<file path="config.mk">
export PLATFORM = sky130hd
export DESIGN_NAME = dimacs_cnf_token_parser
export DESIGN_NICKNAME = d
export VERILOG_FILES = /design/src/rtl/dcnf_pkg.sv /design/src/rtl/dcnf_parse.sv /design/src/rtl/dcnf_queue.sv /design/src/rtl/dimacs_cnf_token_parser.sv
export SDC_FILE = /design/constraint.sdc
export NUM_CORES = 1
export LEC_CHECK = 0
export ABC_AREA = 1
export ABC_CLOCK_PERIOD_IN_PS = 5250
export BUFFER_PORTS_ARGS = -buffer_cell sky130_fd_sc_hd__buf_2
export CORE_MARGIN = 2
export CORE_UTILIZATION = 40
export DETAILED_ROUTE_END_ITERATION = 6
export GPL_TIMING_DRIVEN = 1
export MAX_ROUTING_LAYER = met4
export PLACE_DENSITY_LB_ADDON = 0.12
export REMOVE_ABC_BUFFERS = 1
export SLEW_MARGIN = 30
export SYNTH_ARGS = -nofsm -noshare
export SYNTH_HDL_FRONTEND = slang
export SYNTH_SLANG_ARGS = --single-unit
</file>
<file path="constraint.sdc">
create_clock -name aclk -period 5.25 [get_ports aclk]
set_clock_uncertainty 0.15 [all_clocks]
set_input_delay 0.525 -clock aclk [delete_from_list [all_inputs] [get_ports aclk]]
set_output_delay 0.525 -clock aclk [all_outputs]
set_load 0.02 [all_outputs]
</file>
<file path="src/rtl/dcnf_pkg.sv">
package dcnf_pkg;

    // Width of the magnitude field on the result channel
    localparam int MAG_W = 24;

    // Token kinds on the result channel
    localparam logic [1:0] TOK_LITERAL    = 2'd0;
    localparam logic [1:0] TOK_CLAUSE_END = 2'd1;
    localparam logic [1:0] TOK_VAR_COUNT  = 2'd2;
    localparam logic [1:0] TOK_END        = 2'd3;

    typedef struct packed {
        logic [7:0] text_byte;
        logic       final_byte;
    } in_t;

    typedef struct packed {
        logic [1:0]       token_kind;
        logic [MAG_W-1:0] magnitude;
        logic             negative;
        logic             overflowed;
        logic             run_end;
    } out_t;

    // Results pushed by the parser for one byte
    typedef struct packed {
        logic [1:0] cnt;
        out_t       item0;
        out_t       item1;
    } push_t;

endpackage

</file>
<file path="src/rtl/dcnf_parse.sv">
module dcnf_parse #(
    parameter int INDEX_BITS = 24
) (
    input  logic           aclk,
    input  logic           aresetn,
    input  logic           take,
    input  dcnf_pkg::in_t  in_item,
    output dcnf_pkg::push_t push
);
    import dcnf_pkg::*;

    // Parser modes
    localparam logic [3:0] M_IDLE    = 4'd0;
    localparam logic [3:0] M_COMMENT = 4'd1;
    localparam logic [3:0] M_SIGN    = 4'd2;
    localparam logic [3:0] M_NUM     = 4'd3;
    localparam logic [3:0] M_HDR     = 4'd4;
    localparam logic [3:0] M_HDR_C   = 4'd5;
    localparam logic [3:0] M_HDR_CN  = 4'd6;
    localparam logic [3:0] M_HDR_WS  = 4'd7;
    localparam logic [3:0] M_HDR_NUM = 4'd8;
    localparam logic [3:0] M_DONE    = 4'd9;

    // Character codes
    localparam logic [7:0] CH_0     = 8'h30;
    localparam logic [7:0] CH_9     = 8'h39;
    localparam logic [7:0] CH_SP    = 8'h20;
    localparam logic [7:0] CH_TAB   = 8'h09;
    localparam logic [7:0] CH_CR    = 8'h0D;
    localparam logic [7:0] CH_LF    = 8'h0A;
    localparam logic [7:0] CH_PCT   = 8'h25;
    localparam logic [7:0] CH_C     = 8'h63;
    localparam logic [7:0] CH_N     = 8'h6E;
    localparam logic [7:0] CH_F     = 8'h66;
    localparam logic [7:0] CH_P     = 8'h70;
    localparam logic [7:0] CH_MINUS = 8'h2D;
    localparam logic [7:0] CH_PLUS  = 8'h2B;

    localparam int                    PW      = INDEX_BITS + 4;
    localparam logic [INDEX_BITS-1:0] MAX_IDX = '1;

    logic [3:0]            mode_reg, mode_next;
    logic [INDEX_BITS-1:0] acc_reg, acc_next;
    logic                  minus_reg, minus_next;
    logic                  sat_reg, sat_next;

    logic [3:0]            mode_a;
    logic [INDEX_BITS-1:0] acc_a;
    logic                  minus_a, sat_a;

    logic [7:0]            b;
    logic                  is_dig, is_lf, is_hws;
    logic                  cont;
    logic [INDEX_BITS-1:0] base;
    logic [PW-1:0]         prod;
    logic                  ovf;
    logic [INDEX_BITS-1:0] acc_calc;
    logic                  sat_calc;

    logic                  sw_emit, ended, fin_emit, end_emit;
    out_t                  sw_tok, fin_tok, end_tok;

    function automatic out_t num_tok(logic [INDEX_BITS-1:0] a, logic neg, logic sat);
        out_t t;
        t = '0;
        if (a == '0) begin
            t.token_kind = TOK_CLAUSE_END;
        end else begin
            t.token_kind = TOK_LITERAL;
            t.magnitude  = MAG_W'(a);
            t.negative   = neg;
            t.overflowed = sat;
        end
        return t;
    endfunction

    function automatic out_t cnt_tok(logic [INDEX_BITS-1:0] a, logic sat);
        out_t t;
        t = '0;
        t.token_kind = TOK_VAR_COUNT;
        t.magnitude  = MAG_W'(a);
        t.overflowed = sat;
        return t;
    endfunction

    // Decode the byte and run one multiply-by-ten accumulate
    always_comb begin
        b      = in_item.text_byte;
        is_dig = (b >= CH_0) && (b <= CH_9);
        is_lf  = (b == CH_LF);
        is_hws = (b == CH_SP) || (b == CH_TAB);

        cont     = (mode_reg == M_NUM) || (mode_reg == M_HDR_NUM);
        base     = cont ? acc_reg : '0;
        prod     = (PW'(base) << 3) + (PW'(base) << 1) + PW'(b[3:0]);
        ovf      = prod > PW'(MAX_IDX);
        acc_calc = ovf ? MAX_IDX : prod[INDEX_BITS-1:0];
        sat_calc = (cont & sat_reg) | ovf;
    end

    // Advance the mode for one byte
    always_comb begin
        mode_a  = mode_reg;
        acc_a   = acc_reg;
        minus_a = minus_reg;
        sat_a   = sat_reg;
        sw_emit = 1'b0;
        sw_tok  = '0;
        ended   = 1'b0;
        end_tok = '0;
        end_tok.token_kind = TOK_END;

        unique case (mode_reg)
            M_COMMENT: begin
                if (is_lf) mode_a = M_IDLE;
            end
            M_SIGN: begin
                if (is_dig) begin
                    acc_a  = acc_calc;
                    sat_a  = sat_calc;
                    mode_a = M_NUM;
                end else begin
                    mode_a = M_IDLE;
                end
            end
            M_NUM: begin
                if (is_dig) begin
                    acc_a = acc_calc;
                    sat_a = sat_calc;
                end else begin
                    sw_emit = 1'b1;
                    sw_tok  = num_tok(acc_reg, minus_reg, sat_reg);
                    mode_a  = M_IDLE;
                end
            end
            M_HDR: begin
                if (b == CH_C) mode_a = M_HDR_C;
                else           mode_a = is_lf ? M_IDLE : M_HDR;
            end
            M_HDR_C: begin
                if (b == CH_N) mode_a = M_HDR_CN;
                else           mode_a = is_lf ? M_IDLE : M_HDR;
            end
            M_HDR_CN: begin
                if (b == CH_F) mode_a = M_HDR_WS;
                else           mode_a = is_lf ? M_IDLE : M_HDR;
            end
            M_HDR_WS: begin
                if (is_hws) begin
                    mode_a = M_HDR_WS;
                end else if (is_dig) begin
                    acc_a  = acc_calc;
                    sat_a  = sat_calc;
                    mode_a = M_HDR_NUM;
                end else begin
                    mode_a = is_lf ? M_IDLE : M_HDR;
                end
            end
            M_HDR_NUM: begin
                if (is_dig) begin
                    acc_a = acc_calc;
                    sat_a = sat_calc;
                end else begin
                    sw_emit = (acc_reg != '0);
                    sw_tok  = cnt_tok(acc_reg, sat_reg);
                    mode_a  = is_lf ? M_IDLE : M_HDR;
                end
            end
            M_DONE: begin
                ended = 1'b1;
            end
            default: begin
                // Between tokens; unused codes land here as well
                if (is_hws || b == CH_CR || is_lf) begin
                    mode_a = M_IDLE;
                end else if (b == CH_C) begin
                    mode_a = M_COMMENT;
                end else if (b == CH_PCT) begin
                    sw_emit = 1'b1;
                    sw_tok  = end_tok;
                    ended   = 1'b1;
                    mode_a  = M_DONE;
                end else if (b == CH_P) begin
                    mode_a = M_HDR;
                end else if (b == CH_MINUS) begin
                    minus_a = 1'b1;
                    mode_a  = M_SIGN;
                end else if (b == CH_PLUS) begin
                    minus_a = 1'b0;
                    mode_a  = M_SIGN;
                end else if (is_dig) begin
                    minus_a = 1'b0;
                    acc_a   = acc_calc;
                    sat_a   = sat_calc;
                    mode_a  = M_NUM;
                end else begin
                    mode_a = M_IDLE;
                end
            end
        endcase
    end

    // Flush a pending number and close the run on the final byte
    always_comb begin
        fin_emit = 1'b0;
        fin_tok  = '0;
        if (in_item.final_byte) begin
            if (mode_a == M_NUM) begin
                fin_emit = 1'b1;
                fin_tok  = num_tok(acc_a, minus_a, sat_a);
            end else if (mode_a == M_HDR_NUM) begin
                fin_emit = (acc_a != '0);
                fin_tok  = cnt_tok(acc_a, sat_a);
            end
        end
        end_emit = in_item.final_byte && !ended;

        push = '0;
        if (take) begin
            if (sw_emit || fin_emit) begin
                push.item0 = sw_emit ? sw_tok : fin_tok;
                push.item1 = end_tok;
                push.cnt   = end_emit ? 2'd2 : 2'd1;
            end else if (end_emit) begin
                push.item0 = end_tok;
                push.cnt   = 2'd1;
            end
        end
        push.item0.run_end = (push.cnt == 2'd1);
        push.item1.run_end = 1'b1;
    end

    // Hold state while no byte is taken, advance it on a taken byte; drop back to reset after the final byte
    always_comb begin
        mode_next  = mode_reg;
        acc_next   = acc_reg;
        minus_next = minus_reg;
        sat_next   = sat_reg;
        if (take) begin
            if (in_item.final_byte) begin
                mode_next  = M_IDLE;
                acc_next   = '0;
                minus_next = 1'b0;
                sat_next   = 1'b0;
            end else begin
                mode_next  = mode_a;
                acc_next   = acc_a;
                minus_next = minus_a;
                sat_next   = sat_a;
            end
        end
    end

    always_ff @(posedge aclk) begin
        if (!aresetn) begin
            mode_reg  <= M_IDLE;
            acc_reg   <= '0;
            minus_reg <= 1'b0;
            sat_reg   <= 1'b0;
        end else begin
            mode_reg  <= mode_next;
            acc_reg   <= acc_next;
            minus_reg <= minus_next;
            sat_reg   <= sat_next;
        end
    end

endmodule

</file>
<file path="src/rtl/dcnf_queue.sv">
module dcnf_queue (
    input  logic            aclk,
    input  logic            aresetn,
    input  dcnf_pkg::push_t push,
    output logic            room,
    output logic            m_valid,
    input  logic            m_ready,
    output dcnf_pkg::out_t  m_data
);
    import dcnf_pkg::*;

    localparam int DEPTH = 4;
    localparam int AW    = $clog2(DEPTH);
    localparam int CW    = AW + 1;

    out_t          slot_reg [DEPTH];
    logic [AW-1:0] wr_ptr_reg, wr_ptr_next;
    logic [AW-1:0] rd_ptr_reg, rd_ptr_next;
    logic [CW-1:0] cnt_reg, cnt_next;
    logic          pop;

    // Room for the two results one byte can cause
    assign room    = cnt_reg <= CW'(DEPTH - 2);
    assign m_valid = cnt_reg != '0;
    assign m_data  = slot_reg[rd_ptr_reg];
    assign pop     = m_valid && m_ready;

    // Advance pointers and occupancy
    always_comb begin
        wr_ptr_next = wr_ptr_reg + AW'(push.cnt);
        rd_ptr_next = rd_ptr_reg + AW'(pop);
        cnt_next    = cnt_reg + CW'(push.cnt) - CW'(pop);
    end

    always_ff @(posedge aclk) begin
        if (!aresetn) begin
            wr_ptr_reg <= '0;
            rd_ptr_reg <= '0;
            cnt_reg    <= '0;
        end else begin
            wr_ptr_reg <= wr_ptr_next;
            rd_ptr_reg <= rd_ptr_next;
            cnt_reg    <= cnt_next;
        end
    end

    // Store up to two results per transfer
    always_ff @(posedge aclk) begin
        if (push.cnt != 2'd0) begin
            slot_reg[wr_ptr_reg] <= push.item0;
        end
        if (push.cnt == 2'd2) begin
            slot_reg[wr_ptr_reg + AW'(1)] <= push.item1;
        end
    end

endmodule

</file>
<file path="src/rtl/dimacs_cnf_token_parser.sv">
// Latency: results of a byte are offered on m_ the cycle after its transfer when
// no earlier results still wait in the queue.
// Throughput: one byte per cycle; a byte causes at most two results, which leave
// through a four-entry result queue at one per cycle while m_ready is high, and
// s_ready drops while fewer than two entries are free.
// Reset: aresetn is synchronous, active low; it empties the queue and returns
// the parser to its between-tokens mode with a cleared number.
module dimacs_cnf_token_parser #(
    parameter int INDEX_BITS = 24
) (
    input  logic           aclk,
    input  logic           aresetn,
    input  logic           s_valid,
    output logic           s_ready,
    input  dcnf_pkg::in_t  s_data,
    output logic           m_valid,
    input  logic           m_ready,
    output dcnf_pkg::out_t m_data
);
    import dcnf_pkg::*;

    logic  take;
    push_t push;

    assign take = s_valid && s_ready;

    // Parse one byte per transfer
    dcnf_parse #(
        .INDEX_BITS (INDEX_BITS)
    ) u_parse (
        .aclk    (aclk),
        .aresetn (aresetn),
        .take    (take),
        .in_item (s_data),
        .push    (push)
    );

    // Queue results towards the output channel
    dcnf_queue u_queue (
        .aclk    (aclk),
        .aresetn (aresetn),
        .push    (push),
        .room    (s_ready),
        .m_valid (m_valid),
        .m_ready (m_ready),
        .m_data  (m_data)
    );

endmodule
</file>
==> flow_summary.toml <==
[clock_tree]
htree_levels = 4
clk_latency_ps = 430
cts-hold-fix-buffers = 0
cts-root-buf = "clkbuf_16"
cts_buffer_depth = 2
path_clk_slew_ps = 70
clkSinkCount = 153
cts_tree = "built"
cts-buffers-inserted = 17

[timing]
grt_setup_unrepaired = "true"
final-setup-viol-count = 0
tightest_slew_ps = 963
hold_violations = 0
finalMaxSlewViolations = 0
period_needed_ps = 5180
tns_ps = 0
fin_ws_ps = 72.6
slew_headroom = 0.358
period_share = 0.986
fmax_ghz = 0.193
timing.hold.ws_ps = 207

[worst_setup_path]
cp-end-kind = "flip-flop"
crit_arrival_ps = 5340
crit_path_max_fanout = 6
crit_buf_inv = 7
timing.critical_path.mode_cell = "nand2_4"
start_kind = "flip-flop"
crit_family = "simple AND/OR/NAND/NOR gates"
worst_path_largest_cell_delay_ps = 390
critPathKind = "flip-flop to flip-flop"
slowest_stage = "dfxtp_4"
critPathRequiredTime_ps = 5410

[outcome]
outcome = "complete, no violations"

[layout]
antenna-diode-count = 0
finalNonFillerCells = 2068
largest_register_ffs = 116
final_layout_size_suffix_gt1_frac = 0.308
multi_input_area_sq_um = 7110
postLayoutCoreUtil = 0.574
finalNetCount = 1797
syn2layout_area_growth_pct = 41.3
fin_area_sq_um = 13900
seqCellArea_sq_um = 3160
nFillCells = 2332

[global_routing]
antenna_found_initial = 0
grt_pass1_wl_um = 51300
grt_pass1_vias = 9848
grt_overflow_total = 0
grt_max_degree = 61
track_usage = 0.255

[place]
dp_hpwl_um = 22300
placed_area_sq_um = 11400
io_buffers = 43
post-place-cells = 1998
gp_congestion = 0.897
dp_slack_ps = -418

[flow_run]
maxCapViolCount = 0

[power]
ir_drop_mv = 0.218
total_power_mw = 3.59
power_leakage_nw = 6.18
powerDensity_nw_per_um2 = 259

[min_path]
hold_path.class = "input port to flip-flop"

[floorplanning]
start_util = 0.406
io_pins = 44
core_sq_um = 24200
die_x_um = 161
die_h_um = 161
rows = 57
dieArea_sq_um = 25800

[logic_synthesis]
ys_types = 46
yosys_most_used_dff = "dfxtp_1"
synth_seq_cells = 153
seq_area_frac_synth = 0.320
netlist_instances = 1534
yosysWarnings = 0
synth.cell_area_sq_um = 9820
synth.avg_cell_area_sq_um = 6.40
synth_edf_count = 8
synthArstFlopShare = 0

[routing]
drt_pass1_iterations = 4
wirelength_um = 33500
vias = 10700
drc = 0
drtAntennaViolNets = 0
routedWlPerCell_um = 16.2
viasPerCell = 5.18
drt-initial-drc-count = 683
==> synth_stat cells, drive strengths merged (13+ instances only) <==
library cell / number / area, sq um
inv: 156 / 586
dfxtp: 145 / 2900
o21ai: 182 / 915
buf: 13 / 73.8
nand4: 22 / 138
nand3: 71 / 365
nor2: 182 / 724
o22ai: 49 / 307
a21oi: 95 / 494
clkbuf: 47 / 176
ha: 51 / 638
xor2: 13 / 114
nand2: 444 / 1730
==> worst reg2reg max path, delay by kind of cell, from the launching register on <==
family,cells,cell delay [ps]
and+or+nand+nor,23,2410
AOI/OAI and AO/OA,2,500
adders and majority gates,3,810
DFF,1,390
buffers and inverters,7,840
==> logic make-up (layout without fill, tap and decap cells) <==
group | after synthesis | after routing | synth area share
and+or+nand+nor | 744 | 744 | 0.318
DFF | 153 | 153 | 0.320
buffers and inverters | 222 | 432 | 0.0874
adders and majority gates | 53 | 53 | 0.0691
xor gates and xnor gates | 20 | 20 | 0.0178
AOI/OAI and AO/OA | 342 | 342 | 0.188
==> report_power, final <==
group | switching [mW] | internal [mW]
sequential | 0.0199 | 1.21
clock | 0.540 | 0.677
combinational | 0.775 | 0.371
total | 1.34 | 2.25
==> final timing paths <==
check | startpoint | endpoint | slack [ps] | cells after the start
max reg2reg | u_parse.mode_reg[1] | u_queue.slot_reg[2][22] | 70 | 35
min | aresetn | u_queue.rd_ptr_reg[0] | 210 | 3
min reg2reg | u_queue.slot_reg[2][9] | u_queue.slot_reg[2][9] | 300 | 2
max | u_parse.mode_reg[1] | u_queue.slot_reg[2][22] | 70 | 35
==> cell type report <==
class	instances	share of cell area
repair buffers	238	0.142
inverters	162	0.0469
clock inverters	14	0.00992
well taps	324	0.0292
clock buffers	18	0.0317
flip-flops and latches	153	0.228
multi-input cells	1159	0.513
==> placed cells by master, fill, tap and decap left out, types with 15 or more instances in the layout <==
cell       netlist  final
a21oi_1         90     73
a21oi_2          5     22
buf_2            2     43
buf_4            2    166
clkbuf_16        0     25
dfxtp_1        145    140
ha_4             0     42
inv_1          141    133
inv_2           15     19
nand2_1        428    354
nand2_2         11     61
nand2_4          5     28
nand3_1         69     56
nand3_2          2     15
nand4_1         22     22
nor2_1         175    129
nor2_2           4     15
nor2_4           2     37
o21ai_0        173    140
o21ai_1          8     37
o22ai_1         49     49
==> timing repair <==
item,CTS,global route
pin swaps,30,82
setup buffers,11,15
setup endpoints to repair,126,127
cloned,1,11
gates resized for setup,141,201
==> routing by layer <==
layer  vias to the layer above  wire, um  global-route usage
met3                        46      1470              0.0243
li1                       5447         -                   -
met1                      4950     15600               0.347
met2                       275     15800               0.409
met4                         0       582              0.0622
met5                         -         0                   -
No activity file was read; power rests on OpenSTA's default activity.
